===== src/hdl/mpwf_fifo.sv =====
// ============================================================================
// mpwf_fifo
// Small first-in first-out queue for requests between the block's parts.
// ============================================================================
module mpwf_fifo #(
	parameter int WIDTH = 32,
	parameter int DEPTH = 2
) (
	input  logic             clk,
	input  logic             arst_n,
	input  logic             push,
	input  logic [WIDTH-1:0] din,
	input  logic             pop,
	output logic [WIDTH-1:0] dout,
	output logic             full,
	output logic             empty
);
	localparam int AW = $clog2(DEPTH);

	logic [WIDTH-1:0] mem_q [DEPTH];
	logic [AW:0]      wr_ptr_q;
	logic [AW:0]      rd_ptr_q;
	logic             do_push;
	logic             do_pop;

	assign empty   = (wr_ptr_q == rd_ptr_q);
	assign full    = (wr_ptr_q[AW-1:0] == rd_ptr_q[AW-1:0]) && (wr_ptr_q[AW] != rd_ptr_q[AW]);
	assign do_push = push && !full;
	assign do_pop  = pop && !empty;
	assign dout    = mem_q[rd_ptr_q[AW-1:0]];

	// Pointers.
	always_ff @(posedge clk or negedge arst_n) begin
		if (!arst_n) begin
			wr_ptr_q <= '0;
			rd_ptr_q <= '0;
		end else begin
			if (do_push) begin
				wr_ptr_q <= wr_ptr_q + 1'b1;
			end
			if (do_pop) begin
				rd_ptr_q <= rd_ptr_q + 1'b1;
			end
		end
	end

	// Storage.
	always_ff @(posedge clk) begin
		if (do_push) begin
			mem_q[wr_ptr_q[AW-1:0]] <= din;
		end
	end
endmodule


===== config.mk =====
export PLATFORM = sky130hd
export DESIGN_NAME = mpwf_fifo
export DESIGN_NICKNAME = d
export VERILOG_FILES = /design/src/hdl/mpwf_fifo.sv
export SDC_FILE = /design/constraint.sdc
export NUM_CORES = 1
export LEC_CHECK = 0
export ABC_AREA = 1
export BUFFER_PORTS_ARGS = -buffer_cell sky130_fd_sc_hd__buf_2
export CAP_MARGIN = 25
export CORE_UTILIZATION = 40
export DETAILED_ROUTE_END_ITERATION = 10
export SYNTH_ARGS = -nofsm -noshare
export SYNTH_HDL_FRONTEND = slang
export SYNTH_SLANG_ARGS = --single-unit

===== constraint.sdc =====
create_clock -name clk -period 2.1 [get_ports clk]
set_input_delay 0 -clock clk [delete_from_list [all_inputs] [get_ports clk]]
set_output_delay 0 -clock clk [all_outputs]
set_load 0.03 [all_outputs]

* Word level (Yosys, flattened, before mapping) *
Memories as Yosys holds them, arrays and structs flattened.
Cells that the tools add are included.

cells by class
  eq/ne operators = 3
  multiplexer cells = 2
  add/subtract/negate cells = 2
  reductions and logical operators = 5

operator list
  kind                   count
  $add A2 B1 Y2 const B  2
  $logic_and A1 B1 Y1    3
  $eq A2 B2 Y1           1
  $logic_not A1 Y1       2
  $mux W1                2
  $eq A1 B1 Y1           1
  $ne A1 B1 Y1           1

word-level totals
  output and inout port bits = 34
  memories = 1
  bits in writable memories = 64
  bits in registers = 4
  logic and storage cells = 15
  input bits = 36

memories
  memory  depth  bits a word  read ports  clocked after memory_dff  write ports  RTL line  RTL
  mem_q   2      32           1           0                         1            20        logic [WIDTH-1:0] mem_q [DEPTH];

* Depth between registers and ports, before layout *
  word-level depth = 6
  depth in mapped cells = 8
  gate-level depth less buffers = 7

* Worst setup path before layout *
No wires, ideal clock.

  path kind = reg2reg
  start = reg rd_ptr_q[0]
  end = mem mem_q[0][0] (enable)
  required time = 1.713 ns
  slack = 0.271 ns
  path buffers = 1
  cell stages (with the launch flop) = 7
  setup time = 0.387 ns
  period minus slack after synthesis = 1.829 ns
  arrival = 1.443 ns
  path through = dfrtp_1 buf_6 nand2_1 nand2_4 nand2_4 nand3_1 inv_1

between the ends
  word-level cells in the longest chain between the ends = 6

RTL lines
  what                           RTL line  RTL
  from (decl)                    22        logic [AW:0] rd_ptr_q;
  from (signal assigned)         42        rd_ptr_q <= rd_ptr_q + 1'b1;
  $eq A1 B1 Y1                   27        assign full = (wr_ptr_q[AW-1:0] == rd_ptr_q[AW-1:0]) && (wr_ptr_q[AW] != rd_ptr_q[AW]);
  $logic_and A1 B1 Y1            27
  $logic_not A1 Y1               28        assign do_push = push && !full;
  $logic_and A1 B1 Y1            28
  $mux W1                        49        if (do_push) begin
  $mux W1 (implied by the code)  50        mem_q[wr_ptr_q[AW-1:0]] <= din;
  to (decl)                      20

Every way passes these cells.

* Final worst setup path *
  start = reg rd_ptr_q[1]
  end = mem mem_q[0][7] (enable)

between the ends
  word-level cells in the longest chain between the ends = 6

RTL lines
  what                           RTL line
  $ne A1 B1 Y1                   27
  $logic_and A1 B1 Y1            27
  $logic_not A1 Y1               28
  $logic_and A1 B1 Y1            28
  $mux W1                        49
  $mux W1 (implied by the code)  50

Every way passes these cells.

==> run summary <==
Run status: finished, final reports clean
Crit-path leading delay family: buffers and inverters
Final hold viol count: 0
Pin count of the biggest net entering global routing: 34
Switching part of the total power: 39.9%
Worst VDD drop: 0.771 mV
Post-route ant nets: 0
Area added between synthesis and finish: 40.9%
Num rows: 28
Critical path buffer and inverter count: 3
Rel. slew slack: 74.6%
Io pins: 70
CTS Root Buffer Type: clkbuf_8
Worst-path clk slew: 0.07 ns
Core Area: 6100 µm²
Fin crit period: 1.63 ns
Overall Global Routing Usage: 15.8%
Power density over the cells: 1510 nW/µm²
Register area share after synthesis: 77.8%
RSZ-0062 raised after global routing: no
# nets final: 360
H-tree lvl count: 3
First-pass DRT Iterations: 4
Final total power: 5540 µW
Internal Pwr Total: 3330 µW
Classification of the worst-slack hold path: input port to register
Number of remaining DRC errors: 0
Final setup TNS: 0 ns
CTS Buf Count: 9
Initial DRC count: 89
Worst path slowest cell: dfrtp_1
Chip Width: 82.6 µm
Met1 Usage GRT: 19.8%
Leakage: 0.00166 µW
CTS tree: built
Ordered list of cells on the worst path: inv_1 > nand2_1 > nand2_1 > nand2_4 > nand3_1 > inv_1 > buf_4
Clock latency on the worst-skew pair: 0.34 ns
# port buffers: 69
Most Used Layer, Global Route: met2
Fmax: 0.612 GHz
Synth Instances: 208
GR Layer Usage met3: 5.05%
Max-cap violation count: 0
Initial cell density of the core: 42.6%
Setup crit end kind: register
Synth Register Bits: 68
Die Y: 82.6 µm
First-pass GRT wire length: 7570 µm
Drt total wl: 4960 µm
Fin util: 60.1%
CTS Sinks: 68
# diodes: 0
GR Layer Usage met2: 25.2%
Commonest cells after routing, fill and taps aside: nand2_1, buf_2, edfxtp_1, dlygate4sd3_1, clkbuf_8
YS warnings: 0
Crit path DAT: 1.68 ns
Reg power frac: 36.2%
WP data required: 2.14 ns
Clock tree buffer depth: 2
Final setup violation count: 0
Net switching power: 2210 µW
GR Overflow Total: 0
Netlist cell types: 11
Post-DP HPWL: 3060 µm
Measured slew at the worst slew-check pin: 0.381 ns
Final RePlAce weighted congestion: 0.705
Crit-path max cell delay: 0.42 ns
Vias in the first global route: 1685
Vias after detailed routing: 1760
Drt wl/cell: 12.3 µm
Mapped Area: 2600 µm²
Syn Area/Cell: 12.5 µm²
Critical path class: register to register
CP startpoint kind: register
Clk_skew: 0.00793 ns
Critical path fanouts, max: 8
Period utilization: 77.8%
Most common cell after layout, fill and taps aside: nand2_1
Vias per inst: 4.37
Slew Viols, Final: 0
Initial antenna violation count: 0
Fin Hold WS: 0.389 ns
Die area: 6820 µm²
Ratio of cells with drive above 1 in the final layout: 29.3%
Clk pwr share: 22.2%
Comb pwr share: 41.6%
Syn Nets: 244
==> layer usage <==
layer / wire [µm] / vias to the layer above
li1: - / 912
met1: 2210 / 789
met2: 2410 / 53
met3: 285 / 6
met4: 55 / 0
met5: 0 / -
==> registers in the layout (all words and copies together), names as in the netlist <==
register	cells
rd_ptr_q	2
wr_ptr_q	2
mem_q	64
==> power groups by stage <==
| stage | registers, µW | clock network, µW | logic (µW) |
|---|---|---|---|
| after floorplan | 2010 | 0 | 1600 |
| after global placement | 2030 | 0 | 2270 |
| after detailed placement | 2030 | 0 | 2280 |
| after CTS | 2000 | 1270 | 2340 |
| after global routing | 2030 | 1320 | 2510 |
| final | 2000 | 1230 | 2300 |
==> synth_stat cells (all sizes together) <==
library cell    n  area [µm²]
buf             7        41.3
dfrtp           4         100
nand2         119         469
xor2            1        8.76
inv             9        36.3
nand3           4        20.0
edfxtp         64        1920
==> repair_timing <==
| item | in CTS | in global routing |
|---|---|---|
| hold buffers | 36 | 0 |
| setup buffers | 0 | 0 |
| resized for setup | 0 | 0 |
| hold endpoints to repair | 71 | 0 |
==> worst reg2reg max path, stage by stage (launching register included) <==
cell     delay [ns]
dfrtp_1        0.42
inv_1          0.07
nand2_1        0.06
nand2_1        0.08
nand2_4        0.08
nand3_1        0.09
inv_1          0.30
buf_4          0.25
==> worst paths after layout <==
kind                              from      endpoint  slack (ns)  depth (start not counted)
min                            din[23]  mem_q[1][23]        0.39                          2
max in group asynchronous       arst_n   rd_ptr_q[0]        1.35                          3
max reg2reg                rd_ptr_q[1]   mem_q[0][7]        0.47                          7
min in group asynchronous       arst_n   wr_ptr_q[0]        0.57                          3
min reg2reg                wr_ptr_q[0]   wr_ptr_q[0]        0.53                          2
max                        rd_ptr_q[1]   mem_q[0][7]        0.47                          7
==> layout make-up <==
type / instances / area (µm²)
Fill cell: 507 / 2430
Sequential cell: 68 / 2020
Timing Repair Buffer: 112 / 783
Multi-Input combinational cell: 124 / 498
Clock buffer: 9 / 124
Clock inverter: 6 / 104
Tap cell: 75 / 93.8
Inverter: 9 / 36.3
==> stage by stage <==
| stage | cell area, µm² | setup WS [ns] | instances |
|---|---|---|---|
| floorplan | 2600 | 0.271 | 208 |
| global placement | 3070 | 0.487 | 352 |
| detailed placement | 3070 | 0.440 | 352 |
| CTS | 3660 | 0.429 | 403 |
| global route | 3660 | 0.348 | 403 |
| finish | 3660 | 0.467 | 403 |
==> cells by family (layout without fill, tap and decap cells) <==
group / Yosys count / in the layout / synth area share (%)
xor gates and xnor gates: 1 / 1 / 0.337
buffers and inverters: 16 / 136 / 2.99
DFF: 68 / 68 / 77.8
and+or+nand+nor: 123 / 123 / 18.8
No activity file was read; power rests on OpenSTA's default activity.
