[src/hdl/mpwf_pkg.sv]
// ============================================================================
// mpwf_pkg
// Shared types and constants for the max pooling window forward core.
// ============================================================================
package mpwf_pkg;

	// Configuration register indexes and field widths.
	localparam int CFG_IDX_BITS  = 3;
	localparam int CFG_DATA_BITS = 16;

	localparam logic [CFG_IDX_BITS-1:0] CFG_IN_HEIGHT   = 3'd0;
	localparam logic [CFG_IDX_BITS-1:0] CFG_IN_WIDTH    = 3'd1;
	localparam logic [CFG_IDX_BITS-1:0] CFG_WINDOW_ROWS = 3'd2;
	localparam logic [CFG_IDX_BITS-1:0] CFG_WINDOW_COLS = 3'd3;
	localparam logic [CFG_IDX_BITS-1:0] CFG_ROW_STEP    = 3'd4;
	localparam logic [CFG_IDX_BITS-1:0] CFG_COL_STEP    = 3'd5;
	localparam logic [CFG_IDX_BITS-1:0] CFG_PLANE_COUNT = 3'd6;

	localparam int SIZE_BITS  = 11;
	localparam int WIN_BITS   = 4;
	localparam int PLANE_BITS = 16;

	// Widths that cover the largest supported plane and window.
	localparam int EW        = 14;  // size arithmetic
	localparam int XW        = 13;  // window start offsets
	localparam int COL_BITS  = 12;  // column address
	localparam int CNT_BITS  = 5;   // window size or stride, 1..15
	localparam int LANES     = 16;  // row banks

	// Reciprocal multiply for the stride test: q = (x * RECIP[d]) >> RECIP_SHIFT.
	localparam int RECIP_SHIFT = 18;
	localparam int RECIP_BITS  = 19;
	localparam int PROD_BITS   = XW + RECIP_BITS;

	localparam logic [RECIP_BITS-1:0] RECIP [17] = '{
		19'd0,     19'd262144, 19'd131072, 19'd87382, 19'd65536, 19'd52429,
		19'd43691, 19'd37450,  19'd32768,  19'd29128, 19'd26215, 19'd23832,
		19'd21846, 19'd20165,  19'd18725,  19'd17477, 19'd16384
	};

	// One completed window handed from the front to the back.
	typedef struct packed {
		logic [COL_BITS-1:0] col_start;
		logic [CNT_BITS-1:0] ncols;
		logic [LANES-1:0]    mask;
		logic                last;
	} task_t;

	// Back end sequencer states.
	typedef enum logic [2:0] {
		B_IDLE  = 3'b001,
		B_SCAN  = 3'b010,
		B_FLUSH = 3'b100
	} back_state_t;

	// A zero size is used as one; a size above the limit saturates.
	function automatic logic [EW-1:0] clamp(input logic [EW-1:0] v,
	                                        input logic [EW-1:0] hi);
		logic [EW-1:0] r;
		if (v == '0) begin
			r = EW'(1);
		end else if (v > hi) begin
			r = hi;
		end else begin
			r = v;
		end
		return r;
	endfunction

endpackage

[src/hdl/mpwf_back.sv]
// ============================================================================
// mpwf_back
// Scans one window column per cycle across the window's row banks and keeps the
// running maximum, then hands the result to the output queue.
// ============================================================================
module mpwf_back #(
	parameter int MAX_WIDTH   = 1024,
	parameter int MAX_WINDOW  = 8,
	parameter int SAMPLE_BITS = 32
) (
	input  logic                          clk,
	input  logic                          arst_n,
	input  logic                          task_empty,
	input  mpwf_pkg::task_t               task_data,
	output logic                          task_pop,
	input  logic                          out_full,
	output logic                          busy,
	output logic [$clog2(MAX_WIDTH)-1:0]  rd_addr,
	input  logic [SAMPLE_BITS-1:0]        rd_data [MAX_WINDOW],
	output logic                          result_push,
	output logic [SAMPLE_BITS-1:0]        result_max,
	output logic                          result_last
);
	import mpwf_pkg::*;

	localparam int CW = $clog2(MAX_WIDTH);
	localparam int LV = $clog2(MAX_WINDOW);
	localparam logic signed [SAMPLE_BITS-1:0] MIN_CODE = {1'b1, {(SAMPLE_BITS-1){1'b0}}};

	back_state_t                   state_q;
	logic [CW-1:0]                 col_q;
	logic [CNT_BITS-1:0]           left_q;
	logic [MAX_WINDOW-1:0]         mask_q;
	logic                          last_q;
	logic                          vld_s1, vld_s2;
	logic signed [SAMPLE_BITS-1:0] colmax_s2;
	logic signed [SAMPLE_BITS-1:0] best_q;
	logic signed [SAMPLE_BITS-1:0] tree [LV+1][2**LV];

	assign busy        = (state_q != B_IDLE);
	assign task_pop    = (state_q == B_IDLE) && !task_empty && !out_full;
	assign rd_addr     = col_q;
	assign result_push = (state_q == B_FLUSH) && !vld_s1 && !vld_s2;
	assign result_max  = best_q;
	assign result_last = last_q;

	// Maximum over the window's banks for one column, as a compare tree.
	always_comb begin
		for (int l = 0; l <= LV; l++) begin
			for (int n = 0; n < 2**LV; n++) begin
				tree[l][n] = MIN_CODE;
			end
		end
		for (int n = 0; n < MAX_WINDOW; n++) begin
			if (mask_q[n]) begin
				tree[0][n] = rd_data[n];
			end
		end
		for (int l = 1; l <= LV; l++) begin
			for (int n = 0; n < 2**(LV-l); n++) begin
				if (tree[l-1][2*n+1] > tree[l-1][2*n]) begin
					tree[l][n] = tree[l-1][2*n+1];
				end else begin
					tree[l][n] = tree[l-1][2*n];
				end
			end
		end
	end

	// Sequencer: load a request, read its columns, drain the pipeline.
	always_ff @(posedge clk or negedge arst_n) begin
		if (!arst_n) begin
			state_q <= B_IDLE;
			vld_s1  <= 1'b0;
			vld_s2  <= 1'b0;
		end else begin
			vld_s1 <= (state_q == B_SCAN);
			vld_s2 <= vld_s1;
			case (state_q)
				B_IDLE: begin
					if (task_pop) begin
						state_q <= B_SCAN;
					end
				end
				B_SCAN: begin
					if (left_q == CNT_BITS'(1)) begin
						state_q <= B_FLUSH;
					end
				end
				B_FLUSH: begin
					if (result_push) begin
						state_q <= B_IDLE;
					end
				end
				default: state_q <= B_IDLE;
			endcase
		end
	end

	// Window payload and running maximum.
	always_ff @(posedge clk) begin
		if (task_pop) begin
			col_q  <= CW'(task_data.col_start);
			left_q <= task_data.ncols;
			mask_q <= MAX_WINDOW'(task_data.mask);
			last_q <= task_data.last;
			best_q <= MIN_CODE;
		end else begin
			if (state_q == B_SCAN) begin
				col_q  <= col_q + 1'b1;
				left_q <= left_q - 1'b1;
			end
			if (vld_s2 && (colmax_s2 > best_q)) begin
				best_q <= colmax_s2;
			end
		end
		colmax_s2 <= tree[LV][0];
	end
endmodule

[config.mk]
export PLATFORM = sky130hd
export DESIGN_NAME = mpwf_back
export DESIGN_NICKNAME = d
export VERILOG_FILES = /design/src/hdl/mpwf_pkg.sv /design/src/hdl/mpwf_back.sv
export SDC_FILE = /design/constraint.sdc
export NUM_CORES = 1
export LEC_CHECK = 0
export BUFFER_PORTS_ARGS = -buffer_cell sky130_fd_sc_hd__buf_2
export CORE_MARGIN = 8
export CORE_UTILIZATION = 41
export DETAILED_ROUTE_END_ITERATION = 6
export PLACE_DENSITY = 0.73
export SETUP_SLACK_MARGIN = 0.5
export SLEW_MARGIN = 5
export SYNTH_ARGS = -nofsm -noshare
export SYNTH_HDL_FRONTEND = slang
export SYNTH_SLANG_ARGS = --single-unit
[constraint.sdc]
create_clock -name clk -period 9.3 [get_ports clk]
set_input_delay 1.86 -clock clk [delete_from_list [all_inputs] [get_ports clk]]
set_output_delay 1.86 -clock clk [all_outputs]
set_load 0.1 [all_outputs]
-- Yosys cells after proc, flatten, opt, wreduce, memory -nomap -nowiden
Cells that the tools add are included.
- register bits: 93
- word-level logic and storage cells: 61
- output and inout port bits: 46
- input bits: 294
- $add $sub $neg: 2
- eq/ne operators: 8
- reduce and logical (&&, ||, !) cells: 11
- magnitude comparators: 8
- multiplexer cells: 23
- operators with widths (operator ; number):
    32-bit two-way mux ; 15
    32-bit greater-than comparator ; 8
    10-bit two-way mux ; 2
    10-bit by 1-bit adder with 10-bit output (second input constant) ; 1
    5-bit two-way mux ; 2
    3-bit two-way mux ; 3
    3-bit one-hot mux with 3 select lines ; 1
    5-bit by 1-bit == test with 1-bit output (second input constant) ; 1
    1-bit logical AND ; 5
    5-bit by 1-bit subtractor with 5-bit output (second input constant) ; 1
    1-bit logical NOT ; 4
    2-bit inequality test (second input constant) ; 2
    3-bit by 1-bit == test with 1-bit output (second input constant) ; 1
    3-bit by 2-bit == test with 1-bit output (second input constant) ; 1
    3-bit == test (second input constant) ; 1
    3-bit by 1-bit inequality test with 1-bit output (second input constant) ; 1
    3-bit AND reduction ; 1
    2-bit by 1-bit inequality test with 1-bit output (second input constant) ; 1
    2-bit nonzero test ; 1

-- Longest topological paths before layout
- depth after elaboration: 7
- depth in mapped cells: 44
- gate-level depth less buffers: 37

-- Least setup slack after synthesis
No wires, ideal clock.
- kind: input-to-reg
- start: in rd_data[143] in the netlist's numbering
- end: reg colmax_s2[0]
- setup slack: -549 ps
- setup time: 74 ps
- stages on the path: 37
- arrival time: 9776 ps
- buffers on the path: 4
- data required time: 9226 ps
- path through: and2_1 > ha_1 > nand4_1 > or4_1 > a21oi_1 > o31a_1 > a21oi_1 > a211oi_1 > clkbuf_1 > nand2_1 > o21ai_0 > ha_1 > a21o_1 > a211oi_1 > o21bai_1 > a21o_1 > a2111oi_0 > nor2_1 > or3_1 > a21oi_1 > a211oi_1 > or2_1 > buf_2 > buf_4 > mux2i_1 > ha_1 > a21o_1 > a21oi_1 > nor2b_1 > o21ai_0 > nand2b_1 > a211oi_1 > o22ai_1 > or4_1 > o21ai_0 > clkbuf_1 > mux2i_1
- RTL lines (element ; line ; RTL):
    start: declaration ; mpwf_back.sv:19 ; input logic [SAMPLE_BITS-1:0] rd_data [MAX_WINDOW],
    end signal: assignment ; mpwf_back.sv:117 ; colmax_s2 <= tree[LV][0];
    end: declaration ; mpwf_back.sv:36 ; logic signed [SAMPLE_BITS-1:0] colmax_s2;

==> results.toml <==
[die]
count_of_boundary_i_o_pins = 340
die-width_um = 194.7
initial_core_util_pct = 41.62
core-area_sq_mm = 0.03147
die-area_sq_mm = 0.03792
rows = 65
die_height_um = 194.7

[clock_tree]
clock-root-buffer = "sky130_fd_sc_hd__clkbuf_16"
cts_inserted_buffers = 9
tritoncts_clock_tree = "done"
clk_latency_ps = 370
clkSinkCount = 93
ctsLongestPathBuffers = 2
htreeDepth = 3
cts.reportedPaths.clkPinSlew_ps = 70

[placement]
preCtsSetupSlack_ps = -401.9
hpwl_mm = 40.24
dpl-instance-area_sq_mm = 0.01707
io_buffers = 329
gp_routability_congestion = 0.9722

[global_routing]
grt_pass1_vias = 14630
grt_pass1_wl_mm = 73.82
track_usage_pct = 23.81
grt_antenna_before_repair = 1
pin_count_of_the_biggest_net_entering_global_routing = 65
grt.overflow.total = 0

[run_status]
outcome = "completed"

[logic_synthesis]
syn_inst_count = 1799
synth.area.top_cells = "sky130_fd_sc_hd__ha_1, sky130_fd_sc_hd__mux2i_1, sky130_fd_sc_hd__dfxtp_1"
cell_taking_the_most_area_after_synthesis = "sky130_fd_sc_hd__ha_1"
post_synth.cell_area_avg_sq_um = 7.281
synth_cell_type_count = 71
synth_enable_flop_cells = 24
synthesis.nets = 2348
ys_dominant_reg_cell = "sky130_fd_sc_hd__dfxtp_1"
synth_sequential_area_ratio_pct = 16.25
yosys_warnings = 0
yosysTopAreaCellShare_pct = 24.36
synth.ff_latch_count = 93
synth_common_cells = "sky130_fd_sc_hd__nand2_1, sky130_fd_sc_hd__ha_1, sky130_fd_sc_hd__inv_1"
synth.most_common_cell = "sky130_fd_sc_hd__nand2_1"
netlist_area_sq_mm = 0.01310
synth-async-reset-ratio_pct = 5.376

[layout]
filler_cell_count = 2499
final_net_count = 2934
layout.area.seq_sq_mm = 0.002128
total_area_of_multi_input_combinational_cells_sq_mm = 0.01198
fin_area_sq_mm = 0.02018
fraction_of_final_layout_cells_sized_beyond_drive_strength_1_pct = 41.42
flow.area_growth_from_synthesis_pct = 54.04

[critical_path]
regToRegEndpoint = "colmax_s2[16]"
worstRegToRegCells = 37
reg2reg_from = "mask_q[2]"
crit_fanout = 15
setup.reg_to_reg.worst_slack_ps = 580
critPathCaptureType = "flop"
crit_arrival_ps = 9120
crit_path_max_incr_delay_ps = 470
required_ps = 9570
cpMostUsedCell = "sky130_fd_sc_hd__buf_4"
critical_path_class = "in -> reg"
crit_path_start_kind = "primary input"
worst_path_max_delay_cell = "sky130_fd_sc_hd__or4_4"

[route]
drt_pass_1_iters = 5
post_drt_wl_per_cell_um = 18.66
post_dr_vias_cell = 5.461
drt_first_iter_violations = 1069
routed_wl_mm = 52.12
routed-via-count = 15250
drt_drc_violations_left = 0
drtAntennaViolNets = 0

[sta]
timing_worst_slew_pin_value_ps = 1326
worst_clock_skew_ps = 24.19
post_route_clock_period_utilization_pct = 95.20
timing.final.max_slew_violations = 0
finalWorstPathRequiredPeriod_ps = 8853
rsz0062_at_grt = "true"
timing_hold_violations_final = 0
maxSlewHeadroom_pct = 11.62
worst_slack_ps = 446.6
setup-violations-final = 0
fin_tns_setup_ps = 0
maxClockFrequency_mhz = 113.0

[power_and_ir_drop]
leak_pwr_nw = 10.23
worst_ir_drop_vdd_uv = 258.6
pwr_density_cell_mw_per_mm2 = 253.2

[worst_hold_path]
hold_path_end = "vld_s2"
worstHoldStart = "vld_s1"
worstHoldPathCells = 0
min_path_type = "reg -> reg"

[run]
drv_cap = 0
final cells by class:
| type | instances | area share [%] |
|---|---|---|
| multi-input combinational | 1427 | 59.39 |
| timing repair buffer | 646 | 22.14 |
| sequential | 93 | 10.55 |
| inverter | 208 | 3.870 |
| tap | 402 | 2.493 |
| clock buffer | 10 | 1.240 |
| clock inverter | 6 | 0.3039 |
| antenna | 1 | 0.01240 |
power by group:
group          total [W]  switching, W  internal [W]
clock network   0.000407      0.000202      0.000205
logic            0.00402       0.00214       0.00187
registers       0.000685      0.000121      0.000563
total            0.00511       0.00247       0.00264
placed cells by master (no fill, tap or decap), types with 22 or more instances in the layout:
master	count
sky130_fd_sc_hd__dfxtp_1	64
sky130_fd_sc_hd__and2_1	41
sky130_fd_sc_hd__ha_4	62
sky130_fd_sc_hd__buf_4	273
sky130_fd_sc_hd__nand3_1	41
sky130_fd_sc_hd__o21ai_1	40
sky130_fd_sc_hd__a21o_1	42
sky130_fd_sc_hd__buf_2	328
sky130_fd_sc_hd__edfxtp_1	24
sky130_fd_sc_hd__nand2_2	40
sky130_fd_sc_hd__inv_1	198
sky130_fd_sc_hd__ha_1	190
sky130_fd_sc_hd__nand4_1	52
sky130_fd_sc_hd__o21ai_2	50
sky130_fd_sc_hd__nand2_1	295
sky130_fd_sc_hd__o21ai_0	71
sky130_fd_sc_hd__nor2_1	71
sky130_fd_sc_hd__a21oi_1	60
sky130_fd_sc_hd__and2_4	22
sky130_fd_sc_hd__mux2i_1	101
per-stage QoR:
stage	cells	hold WS, ps	power [W]	utilization, %
after global placement	2714	384.1	0.003720	54.24
after floorplan	1799	370.1	0.002782	-
after detailed placement	2714	384.3	0.003796	54.24
after global routing	2792	422.8	0.005420	64.10
after CTS	2747	408.1	0.004468	56.53
final	2793	401.6	0.005109	64.11
worst max-delay path: cells and delay by family:
kind	cells	cell delay, ps
compound gates	14	2470
fa+ha+maj	3	870
buf+inv	11	1670
simple gates	9	1840
mux	2	370
worst max-delay path by stage:
stage / start / end / slack [ps] / cells after the start
floorplan: rd_data[138] / colmax_s2[0] / 540 / 37
global placement: rd_data[13] / colmax_s2[11] / -320 / 36
detailed placement: rd_data[159] / colmax_s2[11] / -400 / 36
CTS: rd_data[138] / colmax_s2[9] / 490 / 38
global route: rd_data[173] / colmax_s2[16] / 220 / 39
finish: rd_data[159] / colmax_s2[16] / 450 / 39
sequential cells by signal, indices dropped and copies added (netlist names):
signal       count
state_q          3
rd_addr         10
result_last      1
vld_s2           1
left_q           5
vld_s1           1
colmax_s2       32
result_max      32
mask_q           8
cells by family after synthesis:
logic type,share of synthesized area (%)
buffers and inverters,8.377
muxes,10.36
DFF,16.25
AOI/OAI and AO/OA,16.88
and+or+nand+nor,22.76
adders and majority gates,24.43
xor gates and xnor gates,0.9361
timing repair:
item,in CTS,in global routing
hold buffers,0,0
gates cloned,3,11
gates resized for setup,73,402
pin swaps,16,115
setup buffers,14,34
endpoints found under the setup margin,32,32
per-layer routing:
metal	GRT usage [%]	share of wire (%)	vias up
li1	-	-	7435
met1	29.75	43	7157
met2	41.47	48	546
met3	3.956	5.5	113
met4	6.990	3.1	2
met5	0	0.025	-
Note: power is estimated with default switching activity, not from simulation.
