==> config.mk <==
export PLATFORM = sky130hd
export DESIGN_NAME = mpwf_front
export DESIGN_NICKNAME = d
export VERILOG_FILES = /design/src/hdl/mpwf_pkg.sv /design/src/hdl/mpwf_front.sv
export SDC_FILE = /design/constraint.sdc
export NUM_CORES = 1
export LEC_CHECK = 0
export BUFFER_PORTS_ARGS = -buffer_cell sky130_fd_sc_hd__buf_2
export CORE_ASPECT_RATIO = 0.8
export CORE_MARGIN = 2
export CORE_UTILIZATION = 60
export CTS_CLUSTER_SIZE = 28
export DETAILED_ROUTE_END_ITERATION = 6
export HOLD_SLACK_MARGIN = 0.15
export PLACE_DENSITY_LB_ADDON = 0.08
export SLEW_MARGIN = 20
export SYNTH_ARGS = -nofsm -noshare
export SYNTH_HDL_FRONTEND = slang
export SYNTH_SLANG_ARGS = --single-unit
==> constraint.sdc <==
create_clock -name clk -period 10.33 [get_ports clk]
set_input_delay 0.5165 -clock clk [delete_from_list [all_inputs] [get_ports clk]]
set_output_delay 0.5165 -clock clk [all_outputs]
set_load 0.01 [all_outputs]
==> src/hdl/mpwf_pkg.sv <==
// ============================================================================
// mpwf_pkg
// Shared types and constants for the max pooling window forward core.
// ============================================================================
package mpwf_pkg;

	// Configuration register indexes and field widths.
	localparam int CFG_IDX_BITS  = 3;
	localparam int CFG_DATA_BITS = 16;

	localparam logic [CFG_IDX_BITS-1:0] CFG_IN_HEIGHT   = 3'd0;
	localparam logic [CFG_IDX_BITS-1:0] CFG_IN_WIDTH    = 3'd1;
	localparam logic [CFG_IDX_BITS-1:0] CFG_WINDOW_ROWS = 3'd2;
	localparam logic [CFG_IDX_BITS-1:0] CFG_WINDOW_COLS = 3'd3;
	localparam logic [CFG_IDX_BITS-1:0] CFG_ROW_STEP    = 3'd4;
	localparam logic [CFG_IDX_BITS-1:0] CFG_COL_STEP    = 3'd5;
	localparam logic [CFG_IDX_BITS-1:0] CFG_PLANE_COUNT = 3'd6;

	localparam int SIZE_BITS  = 11;
	localparam int WIN_BITS   = 4;
	localparam int PLANE_BITS = 16;

	// Widths that cover the largest supported plane and window.
	localparam int EW        = 14;  // size arithmetic
	localparam int XW        = 13;  // window start offsets
	localparam int COL_BITS  = 12;  // column address
	localparam int CNT_BITS  = 5;   // window size or stride, 1..15
	localparam int LANES     = 16;  // row banks

	// Reciprocal multiply for the stride test: q = (x * RECIP[d]) >> RECIP_SHIFT.
	localparam int RECIP_SHIFT = 18;
	localparam int RECIP_BITS  = 19;
	localparam int PROD_BITS   = XW + RECIP_BITS;

	localparam logic [RECIP_BITS-1:0] RECIP [17] = '{
		19'd0,     19'd262144, 19'd131072, 19'd87382, 19'd65536, 19'd52429,
		19'd43691, 19'd37450,  19'd32768,  19'd29128, 19'd26215, 19'd23832,
		19'd21846, 19'd20165,  19'd18725,  19'd17477, 19'd16384
	};

	// One completed window handed from the front to the back.
	typedef struct packed {
		logic [COL_BITS-1:0] col_start;
		logic [CNT_BITS-1:0] ncols;
		logic [LANES-1:0]    mask;
		logic                last;
	} task_t;

	// Back end sequencer states.
	typedef enum logic [2:0] {
		B_IDLE  = 3'b001,
		B_SCAN  = 3'b010,
		B_FLUSH = 3'b100
	} back_state_t;

	// A zero size is used as one; a size above the limit saturates.
	function automatic logic [EW-1:0] clamp(input logic [EW-1:0] v,
	                                        input logic [EW-1:0] hi);
		logic [EW-1:0] r;
		if (v == '0) begin
			r = EW'(1);
		end else if (v > hi) begin
			r = hi;
		end else begin
			r = v;
		end
		return r;
	endfunction

endpackage

==> src/hdl/mpwf_front.sv <==
// ============================================================================
// mpwf_front
// Accepts samples, tracks the raster position, writes the row store and
// classifies each sample as the corner of a full window or not.
// ============================================================================
module mpwf_front #(
	parameter int MAX_WIDTH   = 1024,
	parameter int MAX_HEIGHT  = 1024,
	parameter int MAX_WINDOW  = 8,
	parameter int SAMPLE_BITS = 32
) (
	input  logic                                clk,
	input  logic                                arst_n,
	input  logic                                push,
	output logic                                full,
	input  logic [SAMPLE_BITS-1:0]              sample,
	input  logic                                wr_en,
	input  logic [mpwf_pkg::CFG_IDX_BITS-1:0]   wr_index,
	input  logic [mpwf_pkg::CFG_DATA_BITS-1:0]  wr_data,
	input  logic                                pending,
	output logic                                task_push,
	output mpwf_pkg::task_t                     task_data,
	output logic [MAX_WINDOW-1:0]               bank_we,
	output logic [$clog2(MAX_WIDTH)-1:0]        store_addr,
	output logic [SAMPLE_BITS-1:0]              store_data
);
	import mpwf_pkg::*;

	localparam int CW = $clog2(MAX_WIDTH);
	localparam int RW = $clog2(MAX_HEIGHT);
	localparam int BW = $clog2(MAX_WINDOW);

	// Configuration registers.
	logic [SIZE_BITS-1:0]  in_height_q, in_width_q;
	logic [WIN_BITS-1:0]   window_rows_q, window_cols_q, row_step_q, col_step_q;
	logic [PLANE_BITS-1:0] plane_count_q;

	// Raster position.
	logic [RW-1:0]         row_q;
	logic [CW-1:0]         col_q;
	logic [PLANE_BITS-1:0] plane_q;
	logic [BW-1:0]         bank_q;

	// Effective sizes.
	logic [EW-1:0]         h, w, wr, wc, rs, cs, row_e, col_e;
	logic [PLANE_BITS:0]   pc;
	logic                  accept, row_ok, col_ok, last, col_end, row_end;
	logic [XW-1:0]         x_r, x_c;

	// Classification stage.
	logic                  vld_s1, row_ok_s1, col_ok_s1, last_s1;
	logic [XW-1:0]         xr_s1, xc_s1;
	logic [PROD_BITS-1:0]  prod_r_s1, prod_c_s1;
	logic [CNT_BITS-1:0]   rs_s1, cs_s1, wr_s1, wc_s1;
	logic [BW-1:0]         bank_s1;
	logic [XW-1:0]         q_r, q_c;
	logic                  hit;
	logic [LANES-1:0]      mask;

	assign h  = clamp(EW'(in_height_q), EW'(MAX_HEIGHT));
	assign w  = clamp(EW'(in_width_q), EW'(MAX_WIDTH));
	assign wr = clamp(EW'(window_rows_q), EW'(MAX_WINDOW));
	assign wc = clamp(EW'(window_cols_q), EW'(MAX_WINDOW));
	assign rs = clamp(EW'(row_step_q), EW'(MAX_WINDOW));
	assign cs = clamp(EW'(col_step_q), EW'(MAX_WINDOW));
	assign pc = (plane_count_q == '0) ? (PLANE_BITS+1)'(1) : {1'b0, plane_count_q};

	assign row_e   = EW'(row_q);
	assign col_e   = EW'(col_q);
	assign accept  = push && !full;
	assign full    = vld_s1 || pending;
	assign row_ok  = (row_e + EW'(1)) >= wr;
	assign col_ok  = (col_e + EW'(1)) >= wc;
	assign x_r     = XW'(row_e + EW'(1) - wr);
	assign x_c     = XW'(col_e + EW'(1) - wc);
	assign col_end = (col_e + EW'(1)) >= w;
	assign row_end = (row_e + EW'(1)) >= h;
	assign last    = (({1'b0, plane_q} + (PLANE_BITS+1)'(1)) >= pc) &&
	                 ((row_e + rs) >= h) && ((col_e + cs) >= w);

	// Row store write of the accepted sample.
	always_comb begin
		bank_we = '0;
		bank_we[bank_q] = accept;
	end
	assign store_addr = col_q;
	assign store_data = sample;

	// Configuration writes.
	always_ff @(posedge clk or negedge arst_n) begin
		if (!arst_n) begin
			in_height_q   <= SIZE_BITS'(1);
			in_width_q    <= SIZE_BITS'(1);
			window_rows_q <= WIN_BITS'(2);
			window_cols_q <= WIN_BITS'(2);
			row_step_q    <= WIN_BITS'(2);
			col_step_q    <= WIN_BITS'(2);
			plane_count_q <= PLANE_BITS'(1);
		end else if (wr_en) begin
			case (wr_index)
				CFG_IN_HEIGHT:   in_height_q   <= wr_data[SIZE_BITS-1:0];
				CFG_IN_WIDTH:    in_width_q    <= wr_data[SIZE_BITS-1:0];
				CFG_WINDOW_ROWS: window_rows_q <= wr_data[WIN_BITS-1:0];
				CFG_WINDOW_COLS: window_cols_q <= wr_data[WIN_BITS-1:0];
				CFG_ROW_STEP:    row_step_q    <= wr_data[WIN_BITS-1:0];
				CFG_COL_STEP:    col_step_q    <= wr_data[WIN_BITS-1:0];
				CFG_PLANE_COUNT: plane_count_q <= wr_data;
				default: ;
			endcase
		end
	end

	// Raster counters advance on every accepted sample.
	always_ff @(posedge clk or negedge arst_n) begin
		if (!arst_n) begin
			row_q   <= '0;
			col_q   <= '0;
			plane_q <= '0;
			bank_q  <= '0;
		end else if (accept) begin
			if (col_end) begin
				col_q <= '0;
				if (row_end) begin
					row_q  <= '0;
					bank_q <= '0;
					if (({1'b0, plane_q} + (PLANE_BITS+1)'(1)) >= pc) begin
						plane_q <= '0;
					end else begin
						plane_q <= plane_q + 1'b1;
					end
				end else begin
					row_q <= row_q + 1'b1;
					if (bank_q == BW'(MAX_WINDOW - 1)) begin
						bank_q <= '0;
					end else begin
						bank_q <= bank_q + 1'b1;
					end
				end
			end else begin
				col_q <= col_q + 1'b1;
			end
		end
	end

	// Stage valid flag.
	always_ff @(posedge clk or negedge arst_n) begin
		if (!arst_n) begin
			vld_s1 <= 1'b0;
		end else begin
			vld_s1 <= accept;
		end
	end

	// Stage payload: stride test products by reciprocal.
	always_ff @(posedge clk) begin
		if (accept) begin
			row_ok_s1 <= row_ok;
			col_ok_s1 <= col_ok;
			last_s1   <= last;
			xr_s1     <= x_r;
			xc_s1     <= x_c;
			prod_r_s1 <= PROD_BITS'(x_r) * PROD_BITS'(RECIP[rs[CNT_BITS-1:0]]);
			prod_c_s1 <= PROD_BITS'(x_c) * PROD_BITS'(RECIP[cs[CNT_BITS-1:0]]);
			rs_s1     <= rs[CNT_BITS-1:0];
			cs_s1     <= cs[CNT_BITS-1:0];
			wr_s1     <= wr[CNT_BITS-1:0];
			wc_s1     <= wc[CNT_BITS-1:0];
			bank_s1   <= bank_q;
		end
	end

	// A window completes when both offsets are exact multiples of the strides.
	assign q_r = XW'(prod_r_s1 >> RECIP_SHIFT);
	assign q_c = XW'(prod_c_s1 >> RECIP_SHIFT);
	assign hit = row_ok_s1 && col_ok_s1 &&
	             (XW'(q_r * XW'(rs_s1)) == xr_s1) && (XW'(q_c * XW'(cs_s1)) == xc_s1);

	// Banks that hold the window's rows, counted back from the current bank.
	always_comb begin
		logic [BW:0] diff;
		mask = '0;
		for (int b = 0; b < MAX_WINDOW; b++) begin
			if ({1'b0, bank_s1} >= (BW+1)'(b)) begin
				diff = {1'b0, bank_s1} - (BW+1)'(b);
			end else begin
				diff = {1'b0, bank_s1} + (BW+1)'(MAX_WINDOW) - (BW+1)'(b);
			end
			mask[b] = (CNT_BITS'(diff) < wr_s1);
		end
	end

	assign task_push           = vld_s1 && hit;
	assign task_data.col_start = COL_BITS'(xc_s1);
	assign task_data.ncols     = wc_s1;
	assign task_data.mask      = mask;
	assign task_data.last      = last_s1;
endmodule

Yosys cells after proc, flatten, opt, wreduce, memory -nomap -nowiden
Memory sizes are Yosys's and may differ from the RTL's.
Cells that the tools add are included.

word-level totals
  bits in registers = 208
  bits in latches = 0
  bits in writable memories = 0
  memory bits (read-only) = 1216
  output and inout bits = 86
  memories kept = 2

operators by class
  add/sub/neg operators = 26
  multiply operators = 4
  div/mod/pow operators = 0
  $lt $le $gt $ge = 32
  eq/ne operators = 9
  shifts and indexed selects = 0
  mux-type cells = 31
  bitwise operators = 3
  reduce and logical (&&, ||, !) cells = 27

memories
  name              words  width  read ports  clocked after Yosys merged registers in  write ports  RTL line           source
  (name not given)  32     19     1           0                                        0            mpwf_front.sv:163  prod_c_s1 <= PROD_BITS'(x_c) * PROD_BITS'(RECIP[cs[CNT_BITS-1:0]]);
  (name not given)  32     19     1           0                                        0            mpwf_front.sv:162  prod_r_s1 <= PROD_BITS'(x_r) * PROD_BITS'(RECIP[rs[CNT_BITS-1:0]]);

operators with widths
  operator                 count
  $mux W19                 4
  $mul A13 B19 Y31         2
  $mux W4                  15
  $ge A14 B14 Y1           4
  $lt A4 B5 Y1             7
  $mux W16                 2
  $add A10 B14 Y14         2
  $ge A11 B14 Y1           2
  $mux W14                 2
  $eq A13 B13 Y1           2
  $mul A13 B5 Y13          2
  $sub A13 B13 Y13         2
  $add A10 B1 Y11 const B  2
  $gt A11 B11 Y1 const B   2
  $logic_not A11 Y1        2
  $mux W11                 2
  $add A10 B1 Y10 const B  2
  $mux W10                 2
  $add A16 B1 Y17 const B  1
  $ge A17 B16 Y1           1
  $add A16 B1 Y16 const B  1
  $gt A4 B4 Y1 const B     4
  $logic_not A16 Y1        1
  $logic_not A4 Y1         4
  other kinds (28)         62

Logic depth before layout (Yosys ltp)
  depth in word-level cells = 8
  depth in mapped cells = 33

Worst setup path after synthesis
Ideal clock, no wire load.

  kind = register to register
  start = register row_q[0]
  end = register prod_r_s1[30], data pin
  library setup time = 0.264 ns
  arrival time = 7.359 ns
  data required time = 10.066 ns
  setup slack = 2.708 ns
  stages on the path, launching flop included = 29
  path buffers = 1
  path through = dfrtp_1 ha_1 ha_1 nor2b_1 o21ai_0 nand2b_1 a211o_1 or3_4 xnor2_4 inv_2 buf_2 nand2_1 fa_1 inv_1 fa_1 fa_1 fa_1 inv_1 fa_1 inv_1 ha_1 and4_4 and2_1 a221oi_2 o21ai_2 a2111oi_4 o311ai_0 a221oi_1 xnor2_1

between the ends
  longest elaborated chain between the ends = 3

ends and longest elaborated chain
  element                 RTL line           source
  from (decl)             mpwf_front.sv:39   logic [RW-1:0] row_q;
  from (signal assigned)  mpwf_front.sv:132  row_q <= row_q + 1'b1;
  $add A10 B1 Y11         mpwf_front.sv:74   assign x_r = XW'(row_e + EW'(1) - wr);
  $sub A13 B13 Y13        mpwf_front.sv:74
  named net x_r[9]        mpwf_front.sv:48   logic [XW-1:0] x_r, x_c;
  $mul A13 B19 Y31        mpwf_front.sv:162
  to (signal assigned)    mpwf_front.sv:162
  to (decl)               mpwf_front.sv:53   logic [PROD_BITS-1:0] prod_r_s1, prod_c_s1;

The timed path passes the listed nets, and every way through them passes these cells.
A chain may end at the register's enable or synchronous reset.

Worst setup path after layout
  start = register col_q[0] (netlist: store_addr[0])
  end = register prod_c_s1[30], data pin

between the ends
  longest elaborated chain between the ends = 3

ends and longest elaborated chain
  element                 RTL line           source
  from (decl)             mpwf_front.sv:40   logic [CW-1:0] col_q;
  from (signal assigned)  mpwf_front.sv:140  col_q <= col_q + 1'b1;
  $add A10 B1 Y11         mpwf_front.sv:75   assign x_c = XW'(col_e + EW'(1) - wc);
  $sub A13 B13 Y13        mpwf_front.sv:75
  $mul A13 B19 Y31        mpwf_front.sv:163
  to (signal assigned)    mpwf_front.sv:163
  to (decl)               mpwf_front.sv:53

No other way between the ends.

==> key figures <==
CTS
  – Clk buf depth: 2
  – Worst skew pair latency: 0.46 ns
  – TritonCTS Buffers: 17
  – Clk root buf: clkbuf_16
  – Setup bufs post-CTS: 0
  – H-tree depth: 4
  – Clk slew on worst S/H paths: 0.08 ns
  – Clock Sinks: 168
  – CTS tree: done

STA
  – Final Slew Violations: 0
  – Setup Skew: 0.0179 ns
  – Highest clock rate: 112 MHz
  – Setup Total Neg Slack: 0 ns
  – Final-report hold violation count: 0
  – Worst Tran Pin Value: 1.08 ns
  – Fin crit share: 86.5%
  – Worst hold margin: 0.287 ns
  – Count of final setup violators: 0
  – Final worst-path setup slack: 1.40 ns
  – Slew HR: 27.9%
  – Unrepaired setup endpoints after global routing: no
  – Crit path time final: 8.93 ns

Finish
  – Final cell count without fillers: 3721
  – Layout Nets: 3871
  – N_diodes: 0
  – Most frequent cells in the layout: inv_1, nand2_1, fa_1
  – Synth-to-Final Area Change: 4.27%
  – Commonest non-fill, non-tap cell in the layout: inv_1
  – Share of layout cells above drive strength 1: 7.75%

Floorplan
  – Row count: 70
  – Die H: 198 um
  – Die X: 246 um
  – Die area: 48700 um^2
  – I/O pins: 142
  – Starting Density: 61.2%
  – Placeable core area: 46100 um^2

Synthesis
  – Sequential element share of the synthesized area: 16.3%
  – Predominant post-synthesis flop cell: dfrtp_1
  – Synth area leader: fa_1
  – Netlist cell types: 81
  – Mapped Area: 28200 um^2
  – Yosys reg bits: 168
  – Avg Cell Area, Syn: 9.03 um^2
  – Post-synth EDFFs: 74
  – Area share of the largest cell type after synthesis: 29.1%
  – Mapped Cells: 3120
  – Async set-or-reset flop fraction in the synthesized netlist: 56.0%
  – Largest cells by area after synthesis: fa_1, ha_1, edfxtp_1, dfrtp_1, inv_1
  – Yosys warning total: 0

Routing
  – Routed WL per cell: 19.8 um
  – Number of vias per cell: 5.69
  – Initial drt markers: 1651
  – Post-route ant nets: 0
  – Drt drc: 0
  – Post-Route WL: 73800 um
  – Via Count: 21200
  – Pre-antenna DRT Iters: 6

Critical path
  – CP Max Fanout: 14
  – CP arrival: 9.14 ns
  – CP startpoint kind: register
  – Critical Path RT: 10.54 ns
  – Slowest stage cell, crit path: inv_1
  – CP max stage delay: 0.59 ns
  – Crit path capture type: register
  – WS Path Type: reg2reg
  – Cell mode on critical path: fa_1

Place
  – Placed cells: 3688
  – Port bufs: 68
  – Pre-CTS setup slack: 1.55 ns
  – Gpl congestion: 0.957
  – DPL Wire Length: 59900 um

Run
  – Max Cap Violations: 0

Status
  – Status: finished, final reports clean

GRT
  – GRT Overall Usage: 32.0%
  – GRT overflow: 0
  – Global-route wire length before repair: 120000 um
  – Vias in the first global route: 22000
  – Largest net degree at the start of global routing: 61
  – Initial antenna violation count: 1

Worst hold path
  – Hold Path Class: in2reg
-- stage by stage --
step	utilization, %	area, um^2
CTS	63.8	29400
detailed placement	62.5	28800
global placement	62.5	28800
global route	63.8	29400
finish	63.8	29400
floorplan	-	28200
-- cell type report --
class	instances	area [um^2]
Clock buffer	19	454
Clock inverter	13	130
Fill cell	3915	16700
Inverter	582	2190
Multi-Input combinational cell	2227	20700
Sequential cell	168	4580
Tap cell	612	766
Timing Repair Buffer	100	586
-- Yosys cell counts (all sizes together), types with 11 or more instances --
master and count:
nor3 34, inv 578, or2 13, a211oi 11
o21a 15, clkbuf 79, nand2b 29, fa 410
nand3 27, buf 73, o21ai 80, nor2 215
ha 309, a21o 45, a21oi 80, xnor2 106
nor2b 23, nor4 13, xor2 44, dfrtp 87
and3 25, mux2 52, nand2 455, o31ai 20
nand4 20, edfxtp 74, and2 97
-- kinds of logic (layout without fill, tap and decap cells) --
kind of cell    count (synthesis)  after routing  synth area share (%)
xor+xnor                      150            150                  4.84
fa+ha+maj                     719            719                  42.9
compound gates                317            317                  7.52
flops                         168            168                  16.3
simple gates                  978            978                  15.8
other cells                     1             10                0.0133
buf+inv                       734            714                  10.6
mux                            53             53                  2.11
-- flip-flops by register name (all words and copies together), names as in the netlist, 3 cells and up --
signal / cells
in_height_q: 11
in_width_q: 11
plane_q: 16
window_cols_q: 4
rs_s1: 4
plane_count_q: 16
bank_q: 3
row_step_q: 4
store_addr: 10
prod_r_s1: 13
wc_s1: 4
xr_s1: 13
bank_s1: 3
cs_s1: 4
xc_s1: 13
wr_s1: 4
window_rows_q: 4
prod_c_s1: 13
col_step_q: 4
row_q: 10
-- layer usage --
layer / track usage, % / vias to the layer above / wire (um)
met3: 5.72 / 84 / 6200
met2: 50.0 / 798 / 33000
li1: - / 9701 / -
met5: 0 / - / 0
met4: 7.97 / 0 / 1440
met1: 46.5 / 10600 / 33200
-- final timing paths --
| check | startpoint | endpoint | slack (ns) | cells past startpoint |
|---|---|---|---|---|
| worst max-delay path | store_addr[0] | prod_c_s1[30] | 1.40 | 28 |
| worst min-delay path | wr_data[15] | plane_count_q[15] | 0.29 | 2 |
| worst max register to register | store_addr[0] | prod_c_s1[30] | 1.40 | 28 |
| worst min register to register | window_rows_q[3] | wr_s1[3] | 0.51 | 0 |
| max in group asynchronous | arst_n | bank_q[2] | 8.65 | 3 |
| min in group asynchronous | arst_n | row_q[9] | 0.56 | 2 |
-- repair_timing --
item,4_1_cts,5_1_grt
hold buffers,1,0
resized for setup,0,0
endpoints found under the hold margin,32,0
-- worst max-delay path: cells and delay by family (launching register included) --
family / cells / cell delay, ns
adders and majority gates: 8 / 3.39
AOI/OAI and AO/OA: 7 / 1.68
and+or+nand+nor: 6 / 1.53
xor gates and xnor gates: 3 / 0.83
buffers and inverters: 4 / 0.76
DFF: 1 / 0.50
Power is left out: the tool's default activity adds up to more than one toggle a clock period on the data nets, which glitch-free logic cannot reach.
